## src/hdl/morse_key_decoder_defines.svh

```systemverilog
// Assertion macros shared by the Morse key decoder modules.
`ifndef MORSE_KEY_DECODER_DEFINES_SVH
`define MORSE_KEY_DECODER_DEFINES_SVH

// Checked on every edge outside reset; needs clk and rst_n in scope.
`define MKD_ASSERT(lbl, prop, msg) \
  lbl: assert property (@(posedge clk) disable iff (!rst_n) prop) else $error(msg);

// Checked on every edge, reset included.
`define MKD_ASSERT_ALWAYS(lbl, prop, msg) \
  lbl: assert property (@(posedge clk) prop) else $error(msg);

`endif

```

## src/hdl/mkd_pkg.sv

```systemverilog
// Shared types, constants and the letter table for the Morse key decoder.
package mkd_pkg;

  localparam int COUNT_WIDTH  = 24;
  localparam int CFG_WIDTH    = 24;
  localparam int CFG_IDX_W    = 2;
  localparam int MAX_ELEMENTS = 4;
  localparam int CODE_WIDTH   = 4;
  localparam int LEN_WIDTH    = 3;
  localparam int SYM_WIDTH    = 7;
  localparam int KIND_WIDTH   = 2;

  localparam logic [LEN_WIDTH-1:0] MAX_LEN = LEN_WIDTH'(MAX_ELEMENTS);

  // Register indexes on the config port
  localparam logic [CFG_IDX_W-1:0] CFG_DASH_THRESHOLD   = 2'd0;
  localparam logic [CFG_IDX_W-1:0] CFG_GAP_TIMEOUT      = 2'd1;
  localparam logic [CFG_IDX_W-1:0] CFG_BUTTON_THRESHOLD = 2'd2;

  localparam logic [CFG_WIDTH-1:0] DASH_THRESHOLD_RST   = 24'd90000;
  localparam logic [CFG_WIDTH-1:0] GAP_TIMEOUT_RST      = 24'd300000;
  localparam logic [CFG_WIDTH-1:0] BUTTON_THRESHOLD_RST = 24'd30000;

  localparam logic [SYM_WIDTH-1:0] SYM_NONE      = 7'd0;
  localparam logic [SYM_WIDTH-1:0] SYM_SPACE     = 7'd32;
  localparam logic [SYM_WIDTH-1:0] SYM_BACKSPACE = 7'd8;

  typedef enum logic [KIND_WIDTH-1:0] {
    KIND_LETTER    = 2'd0,
    KIND_SPACE     = 2'd1,
    KIND_BACKSPACE = 2'd2,
    KIND_INVALID   = 2'd3
  } kind_t;

  typedef struct packed {
    logic [SYM_WIDTH-1:0] symbol;
    kind_t                kind;
    logic                 last;
  } result_t;

  // Up to two results from one tick
  typedef struct packed {
    logic [1:0] n;
    result_t    r0;
    result_t    r1;
  } step_res_t;

  function automatic logic [COUNT_WIDTH-1:0] sat_inc(input logic [COUNT_WIDTH-1:0] v);
    logic [COUNT_WIDTH-1:0] r;
    r = (v == {COUNT_WIDTH{1'b1}}) ? v : v + 1'b1;
    return r;
  endfunction

  // Letters by length: base of length n is 2^n - 2, code appended.
  function automatic logic [SYM_WIDTH-1:0] letter_lookup(
    input logic [CODE_WIDTH-1:0] code,
    input logic [LEN_WIDTH-1:0]  len
  );
    logic [4:0]           idx;
    logic                 ok;
    logic [SYM_WIDTH-1:0] s;
    ok  = 1'b1;
    idx = '0;
    s   = SYM_NONE;
    case (len)
      3'd1:    idx = 5'd0  + {4'd0, code[0]};
      3'd2:    idx = 5'd2  + {3'd0, code[1:0]};
      3'd3:    idx = 5'd6  + {2'd0, code[2:0]};
      3'd4:    idx = 5'd14 + {1'b0, code};
      default: ok  = 1'b0;
    endcase
    if (ok) begin
      case (idx)
        5'd0:    s = 7'd69;  // E
        5'd1:    s = 7'd84;  // T
        5'd2:    s = 7'd73;  // I
        5'd3:    s = 7'd65;  // A
        5'd4:    s = 7'd78;  // N
        5'd5:    s = 7'd77;  // M
        5'd6:    s = 7'd83;  // S
        5'd7:    s = 7'd85;  // U
        5'd8:    s = 7'd82;  // R
        5'd9:    s = 7'd87;  // W
        5'd10:   s = 7'd68;  // D
        5'd11:   s = 7'd75;  // K
        5'd12:   s = 7'd71;  // G
        5'd13:   s = 7'd79;  // O
        5'd14:   s = 7'd72;  // H
        5'd15:   s = 7'd86;  // V
        5'd16:   s = 7'd70;  // F
        5'd18:   s = 7'd76;  // L
        5'd20:   s = 7'd80;  // P
        5'd21:   s = 7'd74;  // J
        5'd22:   s = 7'd66;  // B
        5'd23:   s = 7'd88;  // X
        5'd24:   s = 7'd67;  // C
        5'd25:   s = 7'd89;  // Y
        5'd26:   s = 7'd90;  // Z
        5'd27:   s = 7'd81;  // Q
        default: s = SYM_NONE;
      endcase
    end
    return s;
  endfunction

endpackage

```

## src/hdl/mkd_step.sv

```systemverilog
// Key timing, element collection, letter decode and button handling; one tick per enable.
`include "morse_key_decoder_defines.svh"

module mkd_step
  import mkd_pkg::*;
(
  input  logic                 clk,
  input  logic                 rst_n,
  input  logic                 cfg_we,
  input  logic [CFG_IDX_W-1:0] cfg_index,
  input  logic [CFG_WIDTH-1:0] cfg_wdata,
  input  logic                 en,
  input  logic                 key_down,
  input  logic                 space_pressed,
  input  logic                 delete_pressed,
  output step_res_t            res
);

  typedef enum logic [1:0] {
    PH_IDLE  = 2'd0,
    PH_PRESS = 2'd1,
    PH_GAP   = 2'd2
  } phase_t;

  phase_t                  phase_r, phase_nxt;
  logic [COUNT_WIDTH-1:0]  hold_count_r, hold_count_nxt;
  logic [COUNT_WIDTH-1:0]  gap_count_r, gap_count_nxt;
  logic [CODE_WIDTH-1:0]   code_bits_r, code_bits_nxt;
  logic [LEN_WIDTH-1:0]    code_len_r, code_len_nxt;
  logic [COUNT_WIDTH-1:0]  space_hold_r, space_hold_nxt;
  logic [COUNT_WIDTH-1:0]  delete_hold_r, delete_hold_nxt;
  logic [CFG_WIDTH-1:0]    dash_thr_r, gap_tmo_r, btn_thr_r;

  logic [CODE_WIDTH-1:0]   bits_tmp;
  logic [LEN_WIDTH-1:0]    len_tmp;
  logic [COUNT_WIDTH-1:0]  gap_inc;
  logic                    emit;
  logic [SYM_WIDTH-1:0]    letter;
  logic                    sp_fire, del_fire;

  always_comb begin
    phase_nxt       = phase_r;
    hold_count_nxt  = hold_count_r;
    gap_count_nxt   = gap_count_r;
    code_bits_nxt   = code_bits_r;
    code_len_nxt    = code_len_r;
    space_hold_nxt  = space_hold_r;
    delete_hold_nxt = delete_hold_r;
    bits_tmp        = code_bits_r;
    len_tmp         = code_len_r;
    gap_inc         = sat_inc(gap_count_r);
    emit            = 1'b0;
    sp_fire         = 1'b0;
    del_fire        = 1'b0;

    if (en) begin
      case (phase_r)
        PH_PRESS: begin
          if (key_down) begin
            hold_count_nxt = sat_inc(hold_count_r);
          end else begin
            // exactly on the threshold is still a dot
            bits_tmp       = {code_bits_r[CODE_WIDTH-2:0], (hold_count_r > dash_thr_r)};
            len_tmp        = code_len_r + 1'b1;
            hold_count_nxt = '0;
            code_bits_nxt  = bits_tmp;
            code_len_nxt   = len_tmp;
            if (len_tmp >= MAX_LEN) begin
              emit = 1'b1;
            end else begin
              phase_nxt     = PH_GAP;
              gap_count_nxt = '0;
            end
          end
          space_hold_nxt  = '0;
          delete_hold_nxt = '0;
        end
        PH_GAP: begin
          if (key_down) begin
            phase_nxt      = PH_PRESS;
            hold_count_nxt = {{(COUNT_WIDTH-1){1'b0}}, 1'b1};
            gap_count_nxt  = '0;
          end else begin
            gap_count_nxt = gap_inc;
            if (gap_inc >= gap_tmo_r) begin
              emit = 1'b1;
            end
          end
          space_hold_nxt  = '0;
          delete_hold_nxt = '0;
        end
        default: begin
          // idle, and the spare phase code
          phase_nxt = PH_IDLE;
          if (key_down) begin
            phase_nxt       = PH_PRESS;
            hold_count_nxt  = {{(COUNT_WIDTH-1){1'b0}}, 1'b1};
            code_bits_nxt   = '0;
            code_len_nxt    = '0;
            space_hold_nxt  = '0;
            delete_hold_nxt = '0;
          end else begin
            if (space_pressed) begin
              space_hold_nxt = sat_inc(space_hold_r);
            end else begin
              sp_fire        = (space_hold_r > btn_thr_r);
              space_hold_nxt = '0;
            end
            if (delete_pressed) begin
              delete_hold_nxt = sat_inc(delete_hold_r);
            end else begin
              del_fire        = (delete_hold_r > btn_thr_r);
              delete_hold_nxt = '0;
            end
          end
        end
      endcase

      if (emit) begin
        code_bits_nxt  = '0;
        code_len_nxt   = '0;
        gap_count_nxt  = '0;
        hold_count_nxt = '0;
        phase_nxt      = PH_IDLE;
      end
    end
  end

  assign letter = letter_lookup(bits_tmp, len_tmp);

  // Result slots: a letter, or space and/or backspace (space first)
  always_comb begin
    res = '0;
    if (emit) begin
      res.n         = 2'd1;
      res.r0.symbol = letter;
      res.r0.kind   = (letter == SYM_NONE) ? KIND_INVALID : KIND_LETTER;
      res.r0.last   = 1'b1;
    end else if (sp_fire && del_fire) begin
      res.n         = 2'd2;
      res.r0.symbol = SYM_SPACE;
      res.r0.kind   = KIND_SPACE;
      res.r0.last   = 1'b0;
      res.r1.symbol = SYM_BACKSPACE;
      res.r1.kind   = KIND_BACKSPACE;
      res.r1.last   = 1'b1;
    end else if (sp_fire) begin
      res.n         = 2'd1;
      res.r0.symbol = SYM_SPACE;
      res.r0.kind   = KIND_SPACE;
      res.r0.last   = 1'b1;
    end else if (del_fire) begin
      res.n         = 2'd1;
      res.r0.symbol = SYM_BACKSPACE;
      res.r0.kind   = KIND_BACKSPACE;
      res.r0.last   = 1'b1;
    end
  end

  always_ff @(posedge clk) begin
    if (!rst_n) begin
      phase_r       <= PH_IDLE;
      hold_count_r  <= '0;
      gap_count_r   <= '0;
      code_bits_r   <= '0;
      code_len_r    <= '0;
      space_hold_r  <= '0;
      delete_hold_r <= '0;
      dash_thr_r    <= DASH_THRESHOLD_RST;
      gap_tmo_r     <= GAP_TIMEOUT_RST;
      btn_thr_r     <= BUTTON_THRESHOLD_RST;
    end else begin
      phase_r       <= phase_nxt;
      hold_count_r  <= hold_count_nxt;
      gap_count_r   <= gap_count_nxt;
      code_bits_r   <= code_bits_nxt;
      code_len_r    <= code_len_nxt;
      space_hold_r  <= space_hold_nxt;
      delete_hold_r <= delete_hold_nxt;
      if (cfg_we) begin
        case (cfg_index)
          CFG_DASH_THRESHOLD:   dash_thr_r <= cfg_wdata;
          CFG_GAP_TIMEOUT:      gap_tmo_r  <= cfg_wdata;
          CFG_BUTTON_THRESHOLD: btn_thr_r  <= cfg_wdata;
          default: ;
        endcase
      end
    end
  end

  `MKD_ASSERT(a_press_hold_nonzero, (phase_r == PH_PRESS) |-> (hold_count_r != '0), "key press phase with zero hold count")
  `MKD_ASSERT(a_len_bounded, (phase_r != PH_IDLE) |-> (code_len_r < MAX_LEN), "element count reached limit without decode")
  `MKD_ASSERT(a_buttons_clear, (phase_r != PH_IDLE) |-> (space_hold_r == '0 && delete_hold_r == '0), "button hold counting during a letter")

endmodule

```

## src/hdl/mkd_fifo.sv

```systemverilog
// Four-entry result queue taking up to two beats per cycle and giving one.
`include "morse_key_decoder_defines.svh"

module mkd_fifo
  import mkd_pkg::*;
(
  input  logic      clk,
  input  logic      rst_n,
  input  logic [1:0] push_n,
  input  result_t   push_r0,
  input  result_t   push_r1,
  input  logic      pop,
  output logic      head_valid,
  output result_t   head,
  output logic      room2
);

  localparam int DEPTH = 4;
  localparam int PTR_W = $clog2(DEPTH);
  localparam int CNT_W = PTR_W + 1;

  result_t            mem [DEPTH];
  logic [PTR_W-1:0]   wr_ptr_r, rd_ptr_r;
  logic [CNT_W-1:0]   count_r, count_nxt;
  logic [PTR_W-1:0]   wr_ptr1;

  assign wr_ptr1    = wr_ptr_r + 1'b1;
  assign head_valid = (count_r != '0);
  assign head       = mem[rd_ptr_r];
  assign room2      = (count_r <= CNT_W'(DEPTH - 2));
  assign count_nxt  = count_r + CNT_W'(push_n) - CNT_W'(pop);

  always_ff @(posedge clk) begin
    if (push_n != 2'd0) begin
      mem[wr_ptr_r] <= push_r0;
    end
    if (push_n == 2'd2) begin
      mem[wr_ptr1] <= push_r1;
    end
  end

  always_ff @(posedge clk) begin
    if (!rst_n) begin
      wr_ptr_r <= '0;
      rd_ptr_r <= '0;
      count_r  <= '0;
    end else begin
      wr_ptr_r <= wr_ptr_r + PTR_W'(push_n);
      if (pop) begin
        rd_ptr_r <= rd_ptr_r + 1'b1;
      end
      count_r <= count_nxt;
    end
  end

  `MKD_ASSERT(a_count_bounded, count_r <= CNT_W'(DEPTH), "result queue count beyond depth")
  `MKD_ASSERT(a_push_room, (push_n != 2'd0) |-> room2, "results pushed without two free slots")
  `MKD_ASSERT(a_pop_nonempty, pop |-> head_valid, "pop from empty result queue")

endmodule

```

## src/hdl/morse_key_decoder.sv

```systemverilog
// Top level of the Morse key decoder: input register, decode step and result queue.
// One key/button sample per beat, one beat a cycle. A sample is held in an input
// register, processed by the step logic once the queue has two free slots, and
// its results land in a four-entry queue whose head drives out_valid. Most
// samples give no result; a letter (or an invalid code, kind 3 with symbol zero)
// comes out when the key has stayed up for gap_timeout ticks after an element or
// as soon as the fourth element is released. Space and backspace come on button
// release after a hold beyond button_threshold; releasing both on the same tick
// gives two beats, space first, last set on the second. Samples are taken every
// cycle while the queue has two free slots; the queue drains one beat a cycle,
// so in_stall rises only when out_stall holds the queue back. Config registers
// (index 0 dash threshold, 1 gap timeout, 2 button threshold) are plain writes,
// meant for when the block is idle.
module morse_key_decoder
  import mkd_pkg::*;
(
  input  logic                 clk,
  input  logic                 rst_n,
  // config
  input  logic                 cfg_we,
  input  logic [CFG_IDX_W-1:0] cfg_index,
  input  logic [CFG_WIDTH-1:0] cfg_wdata,
  // sample channel
  input  logic                 in_valid,
  output logic                 in_stall,
  input  logic                 in_key_down,
  input  logic                 in_space_pressed,
  input  logic                 in_delete_pressed,
  // result channel
  output logic                 out_valid,
  input  logic                 out_stall,
  output logic [SYM_WIDTH-1:0] out_symbol,
  output logic [KIND_WIDTH-1:0] out_kind,
  output logic                 out_last
);

  logic      in_valid_r;
  logic      key_r, space_r, delete_r;
  logic      in_take;
  logic      step_en;
  logic      room2;
  logic      pop;
  step_res_t step_res;
  result_t   head;
  logic [1:0] push_n;

  // Held sample moves on when the queue can absorb a two-beat tick
  assign step_en  = in_valid_r && room2;
  assign in_stall = in_valid_r && !room2;
  assign in_take  = in_valid && !in_stall;

  always_ff @(posedge clk) begin
    if (!rst_n) begin
      in_valid_r <= 1'b0;
    end else if (in_take) begin
      in_valid_r <= 1'b1;
    end else if (step_en) begin
      in_valid_r <= 1'b0;
    end
  end

  // payload, no reset
  always_ff @(posedge clk) begin
    if (in_take) begin
      key_r    <= in_key_down;
      space_r  <= in_space_pressed;
      delete_r <= in_delete_pressed;
    end
  end

  mkd_step u_step (
    .clk            (clk),
    .rst_n          (rst_n),
    .cfg_we         (cfg_we),
    .cfg_index      (cfg_index),
    .cfg_wdata      (cfg_wdata),
    .en             (step_en),
    .key_down       (key_r),
    .space_pressed  (space_r),
    .delete_pressed (delete_r),
    .res            (step_res)
  );

  assign push_n = step_res.n;
  assign pop    = out_valid && !out_stall;

  mkd_fifo u_fifo (
    .clk        (clk),
    .rst_n      (rst_n),
    .push_n     (push_n),
    .push_r0    (step_res.r0),
    .push_r1    (step_res.r1),
    .pop        (pop),
    .head_valid (out_valid),
    .head       (head),
    .room2      (room2)
  );

  assign out_symbol = head.symbol;
  assign out_kind   = head.kind;
  assign out_last   = head.last;

endmodule

```

## config.mk

```make
export PLATFORM = sky130hd
export DESIGN_NAME = morse_key_decoder
export DESIGN_NICKNAME = d
export VERILOG_FILES = /design/src/hdl/mkd_pkg.sv /design/src/hdl/mkd_step.sv /design/src/hdl/mkd_fifo.sv /design/src/hdl/morse_key_decoder.sv
export VERILOG_INCLUDE_DIRS = /design/src /design/src/hdl
export SDC_FILE = /design/constraint.sdc
export NUM_CORES = 1
export LEC_CHECK = 0
export BUFFER_PORTS_ARGS = -buffer_cell sky130_fd_sc_hd__buf_2
export CAP_MARGIN = 20
export CORE_UTILIZATION = 40
export DETAILED_ROUTE_END_ITERATION = 12
export GPL_ROUTABILITY_DRIVEN = 1
export PLACE_DENSITY_LB_ADDON = 0.25
export SLEW_MARGIN = 20
export SYNTH_ARGS = -nofsm -noshare
export SYNTH_HDL_FRONTEND = slang
export SYNTH_SLANG_ARGS = --single-unit
```

## constraint.sdc

```tcl
create_clock -name clk -period 6.6 [get_ports clk]
set_clock_uncertainty 0.05 [all_clocks]
set_input_delay 0.33 -clock clk [delete_from_list [all_inputs] [get_ports clk]]
set_output_delay 0.33 -clock clk [all_outputs]
set_load 0.005 [all_outputs]
```

==> flow_metrics.py, run 1 <==
metrics = {
    "status": {
        "status": "completed",
    },
    "clock_network": {
        "cts.clk_slew.worst_paths_ns": 0.06,
        "ctsRootBufferMaster": "clkbuf_16",
        "cts_made_buffers": 26,
        "clock_path_buffers": 3,
        "htreeDepth": 1,
        "cts_tree": "built",
        "cts_sinks": 230,
        "clock_latency_ns": 0.56,
    },
    "logic_synthesis": {
        "async_flop_share_pct": 0,
        "yosysTopAreaCell": "dfxtp_1",
        "yosys_warnings": 0,
        "synth_area_mm2": 0.0130,
        "ys_ff_latch": 230,
        "synthDominantCellAreaShare_pct": 33.0,
        "synth-edff-count": 15,
        "ys_types": 85,
        "synth.avg_cell_area_um2": 8.23,
        "yosysSeqAreaShare_pct": 36.4,
        "syn-num-nets": 1739,
        "synth.area.top_cells": "dfxtp_1 33%, ha_1 11%, nand2_1 7.0%, a21oi_1 5.1%, nor2_1 4.3%",
        "synthCells": 1586,
        "synthFlopType": "dfxtp_1",
    },
    "drt": {
        "drc": 0,
        "routed_wl_um": 34000,
        "vias": 11300,
        "vias_per_cell": 5.41,
        "ant_nets": 0,
        "routed-wl-met3_um": 1320,
        "drt_iter0_drc": 785,
        "dr_wl_met2_um": 15800,
        "highest_layer": "met4",
        "wl_per_cell_um": 16.3,
        "m1WireLength_um": 16000,
        "dr.pass1.iters": 5,
    },
    "sta": {
        "worst_slack_ns": 1.02,
        "timing.slew.headroom_pct": 21.2,
        "tightest_slew_ns": 1.15,
        "fmax_mhz": 179,
        "setup_viol": 0,
        "rsz0062_at_grt": "false",
        "fin_crit_ns": 5.58,
        "hold_viol": 0,
        "tns_ns": 0,
        "maxSlewViolCount": 0,
        "fin_crit_sh_pct": 84.5,
    },
    "power": {
        "fin_total_pwr_uw": 3320,
        "power_per_cell_area_mw_per_mm2": 224,
        "max-vdd-ir-drop_uv": 181,
        "power_leakage_uw": 0.00593,
    },
    "die": {
        "fp.dieW_um": 183,
        "num_rows": 65,
        "dieArea_mm2": 0.0333,
        "ioPinCount": 46,
        "start_util_pct": 41.0,
        "core_mm2": 0.0318,
        "die_h_um": 183,
    },
    "placed_design": {
        "dpl_worst_slack_ns": 1.14,
        "dpl.hpwl_um": 25100,
        "routabilityCongestion": 0.861,
        "io_buffers": 45,
    },
    "worst_setup_path": {
        "cp_slowest_stage_delay_ns": 0.64,
        "crit_chain": "ha_1 -> nand2_1 -> or3_1 -> nor3_2 -> nand4b_1 -> nor4_1 -> nand4_1 -> xnor2_1 -> ha_1 -> a21oi_1 -> o21a_1 -> o311ai_0 -> a31oi_1 -> o32ai_1 -> buf_4 -> o31ai_1 -> a21oi_1 -> and3_1 -> xnor2_1 -> nor2_1",
        "worstPathMaxFanout": 11,
        "crit_buf_inv": 1,
        "path_class": "flop to flop",
        "end_kind": "flop",
        "cp_top_family": "simple AND/OR/NAND/NOR gates",
        "required_ns": 6.94,
        "startpoint_type": "flop",
        "crit_slowest_cell": "nor4_1",
        "worst_ep_arrival_time_ns": 5.92,
    },
    "final_layout": {
        "drive_above_1_share_pct": 8.78,
        "area_growth_syn_to_layout_pct": 13.6,
        "fin_util_pct": 46.6,
        "antenna_cells": 0,
        "num-nets-final": 1784,
    },
    "grt": {
        "first_global_vias": 10700,
        "grt-ovfl-total": 0,
        "grt_pass1_wl_um": 55600,
        "grtUsageTotal_pct": 20.6,
        "antenna_found_initial": 0,
        "grt_max_degree": 99,
    },
    "worst_hold_path": {
        "hp-class": "input port to flop",
    },
    "job": {
        "cap_violations": 0,
    },
}
## cell families (layout without fill, tap and decap cells)
logic type	Yosys count	after routing	synth area share, %
xor+xnor	78	78	5.24
buf+inv	169	234	4.93
fa+ha+maj	119	119	11.5
compound gates	343	343	16.7
simple gates	624	624	22.5
flops	230	230	36.4
mux	23	23	2.76
## synth_stat cells, types with 14 or more instances
master	number
a22oi_1	14
o211ai_1	29
xor2_1	47
nor2_1	149
a21oi_1	134
xnor2_1	31
nor3_1	27
clkbuf_1	54
nand2_1	243
o21ai_0	59
edfxtp_1	15
a21o_1	24
ha_1	118
inv_1	106
or3_1	25
dfxtp_1	215
and3_1	16
nand4_1	45
nand3_1	33
## metrics by stage
step | cell area, um^2 | std cells | hold slack [ns]
2_1_floorplan | 13000 | 1586 | 0.360
3_3_place_gp | 13700 | 2017 | 0.373
3_5_place_dp | 13700 | 2017 | 0.374
4_1_cts | 14800 | 2085 | 0.00125
5_1_grt | 14800 | 2086 | 0.0101
6_report | 14800 | 2086 | 0.0275
## registers in the layout, summed over array words and instances (netlist names), named ones only
name,flops
u_step.phase_r,2
u_step.gap_tmo_r,24
u_step.space_hold_r,24
key_r,1
u_step.delete_hold_r,24
u_step.btn_thr_r,24
u_fifo.wr_ptr_r,2
delete_r,1
u_step.gap_count_r,24
u_step.code_bits_r,4
u_fifo.count_r,3
u_step.dash_thr_r,24
u_step.code_len_r,3
u_fifo.mem,40
u_step.hold_count_r,24
in_valid_r,1
u_fifo.rd_ptr_r,2
space_r,1
## layout by cell type (no fill, tap or decap), types with 20 or more instances in the layout
cell           Yosys  routed
nand2_1          243     243
a21o_1            24      24
nor2_1           149     148
xor2_1            47      47
dfxtp_1          215     215
a21oi_1          134     134
o211ai_1          29      29
or3_1             25      25
clkbuf_16          0      26
nor3_1            27      27
dlygate4sd3_1      0      20
xnor2_1           31      31
inv_1            106     106
nand4_1           45      45
buf_2              4      45
o21ai_0           59      59
nand3_1           33      33
ha_1             118     118
## per-layer routing
layer / vias up / global-route usage, %
li1: 5663 / -
met1: 5308 / 27.8
met2: 248 / 34.8
met3: 56 / 2.18
met4: 0 / 5.95
met5: - / 0
## worst reg2reg max path, stage by stage (launching register included)
cell and delay [ns]:
dfxtp_1 0.35, ha_1 0.23, nand2_1 0.10, or3_1 0.18
nor3_2 0.11, nand4b_1 0.39, nor4_1 0.64, nand4_1 0.27
xnor2_1 0.24, ha_1 0.29, a21oi_1 0.18, o21a_1 0.17
o311ai_0 0.14, a31oi_1 0.33, o32ai_1 0.13, buf_4 0.23
o31ai_1 0.58, a21oi_1 0.34, and3_1 0.31, xnor2_1 0.13
nor2_1 0.05
## repair_timing
item	4_1_cts	5_1_grt
setup buffers	0	0
resized for setup	0	0
hold buffers	20	0
endpoints found under the hold margin	43	0
## report_power, final
group          switching (uW)  internal, uW
clock                     613           880
combinational             197           133
sequential               50.2          1440
total                     860          2460
## worst paths after layout
path | cells after the start | startpoint | to | slack (ns)
worst min-delay path | 3 | cfg_wdata[8] | u_step.gap_tmo_r[8] | 0.03
worst min register to register | 2 | u_fifo.mem[3][8] | u_fifo.mem[3][8] | 0.38
worst max-delay path | 20 | u_step.gap_count_r[0] | u_step.hold_count_r[16] | 1.02
worst max register to register | 20 | u_step.gap_count_r[0] | u_step.hold_count_r[16] | 1.02
## cell type report
cell class	count	area, um^2
Tap cell	435	544
Inverter	109	409
Fill cell	3112	17000
Multi-Input combinational cell	1187	7670
Sequential cell	230	4750
Clock inverter	17	198
Timing Repair Buffer	77	536
Clock buffer	31	699
(Power assumes the default switching activity.)
==> run 2, diff against run 1 <==
==> constraint.sdc (replaced) <==
create_clock -name clk -period 4.6 [get_ports clk]
set_clock_uncertainty 0.05 [all_clocks]
set_input_delay 0.23 -clock clk [delete_from_list [all_inputs] [get_ports clk]]
set_output_delay 0.23 -clock clk [all_outputs]
set_load 0.005 [all_outputs]
==> flow_metrics.py, run 2 (same netlist as run 1, synthesis figures left out) <==
metrics = {
    "final_layout": {
        "antenna_cells": 0,
        "largest_reg_flops": 40,
        "layout_common_cells": "237 x nand2_1, 213 x dfxtp_1, 144 x nor2_1, 125 x a21oi_1, 114 x ha_1",
        "multiInputGateArea_mm2": 0.00804,
        "drive_above_1_share_pct": 16.3,
        "mostFrequentLayoutCell": "nand2_1",
        "top_register": "u_fifo.mem",
        "stdcell_count": 2172,
        "regArea_mm2": 0.00476,
        "fillCellCount": 3035,
        "num-nets-final": 1871,
        "area_growth_syn_to_layout_pct": 21.6,
    },
    "drt": {
        "vias_per_cell": 5.37,
        "routed_wl_um": 35600,
        "dr.pass1.iters": 5,
        "drt_iter0_drc": 705,
        "vias": 11700,
        "ant_nets": 0,
        "drc": 0,
        "wl_per_cell_um": 16.4,
    },
    "sta": {
        "hold_viol": 0,
        "maxSlewViolCount": 0,
        "worst_slack_ns": 0.0603,
        "fmax_mhz": 220,
        "fin_crit_ns": 4.54,
        "tightest_slew_ns": 1.09,
        "setup_viol": 0,
        "rsz0062_at_grt": "true",
        "timing.slew.headroom_pct": 27.6,
        "tns_ns": 0,
        "fin_crit_sh_pct": 98.7,
    },
    "power": {
        "power_per_cell_area_mw_per_mm2": 304,
        "power_leakage_uw": 0.00650,
        "max-vdd-ir-drop_uv": 273,
    },
    "die": {
        "die_h_um": 183,
        "start_util_pct": 41.0,
        "dieArea_mm2": 0.0333,
        "fp.dieW_um": 183,
        "num_rows": 65,
        "ioPinCount": 46,
        "core_mm2": 0.0318,
    },
    "clock_network": {
        "cts.clk_slew.worst_paths_ns": 0.06,
        "cts_made_buffers": 26,
        "cts_tree": "built",
        "clock_path_buffers": 3,
        "cts_sinks": 230,
        "clock_latency_ns": 0.56,
        "ctsRootBufferMaster": "clkbuf_16",
        "htreeDepth": 1,
    },
    "placed_design": {
        "routabilityCongestion": 0.885,
        "dpl_worst_slack_ns": -0.0593,
        "dpl.hpwl_um": 26000,
        "dp_cells": 2083,
        "io_buffers": 45,
    },
    "grt": {
        "antenna_found_initial": 0,
        "grt_pass1_wl_um": 56900,
        "grt_max_degree": 57,
        "grtUsageTotal_pct": 21.1,
        "first_global_vias": 11000,
        "grt-ovfl-total": 0,
    },
    "job": {
        "cap_violations": 0,
    },
    "worst_setup_path": {
        "required_ns": 5.04,
        "worst_ep_arrival_time_ns": 4.97,
        "path_class": "flop to flop",
        "worstPathMaxFanout": 5,
        "end_kind": "flop",
        "startpoint_type": "flop",
    },
    "worst_hold_path": {
        "hp-class": "input port to flop",
    },
    "status": {
        "status": "completed",
    },
}
-- run 2: changes by cell type in the layout (fill, tap and decap cells not counted), sizes merged, moves of 2 or more --
cell           before  now
dlygate4sd3        20   28
buf                57  134
clkdlybuf4s15       0    2
clkinvlp            4    1
clkbuf             31   34
-- run 2: stage by stage --
| stage | hold WS (ns) | utilization, % | cell area, um^2 | total power [uW] |
|---|---|---|---|---|
| after global routing | 0.0897 | 49.9 | 15900 | 5010 |
| after CTS | 0.0341 | 48.6 | 15500 | 4820 |
| after detailed placement | 0.361 | 44.7 | 14200 | 2660 |
| after global placement | 0.368 | 44.7 | 14200 | 2660 |
| after floorplan | 0.279 | - | 13100 | 2490 |
| final | 0.0685 | 49.9 | 15900 | 4820 |
-- run 2: critical path, cell delays in order (launching register included) --
cell	delay [ns]
dfxtp_1	0.33
ha_2	0.19
nand2_2	0.06
or3_4	0.41
nor3_4	0.20
nand4b_1	0.24
buf_6	0.16
nor3_2	0.05
and3_1	0.21
xor2_1	0.16
ha_1	0.33
nand2_2	0.11
o311ai_4	0.31
a31oi_2	0.08
buf_4	0.18
o22ai_4	0.24
nor2_4	0.07
buf_6	0.13
inv_6	0.06
nor2_4	0.04
or3_4	0.38
or3_1	0.36
a21oi_1	0.12
-- run 2: worst paths after layout --
check	from	to	slack, ns	cells after the start
worst max register to register	u_step.gap_count_r[1]	u_fifo.mem[0][5]	0.06	22
worst min-delay path	out_stall	flop	0.07	4
worst min register to register	u_fifo.mem[3][8]	u_fifo.mem[3][8]	0.40	2
worst max-delay path	u_step.gap_count_r[1]	u_fifo.mem[0][5]	0.06	22
-- run 2: layer usage --
metal / share of wire, % / GRT usage [%] / routed length [um]
met1: 47 / 29.1 / 16600
met2: 46 / 34.6 / 16500
met3: 4.8 / 2.53 / 1700
met4: 2.3 / 5.85 / 834
met5: 0 / 0 / 0
-- run 2: where the power goes --
| part | switching (uW) | internal [uW] |
|---|---|---|
| Sequential | 70.7 | 2070 |
| Clock | 894 | 1240 |
| Combinational | 313 | 230 |
| Total | 1280 | 3540 |
-- run 2: area by class of cell --
cell class	count	area share (%)
multi-input combinational	1187	50.6
sequential	230	30.0
clock buffer	34	4.60
clock inverter	13	0.970
inverter	109	2.61
tap	435	3.43
timing repair buffer	164	7.77
-- run 2: what timing repair did --
item	in CTS	in global routing
hold buffers	28	0
pin swaps	5	16
cloned	0	2
endpoints found under the setup margin	25	99
setup buffers	7	5
endpoints found under the hold margin	74	0
gates resized for setup	7	82
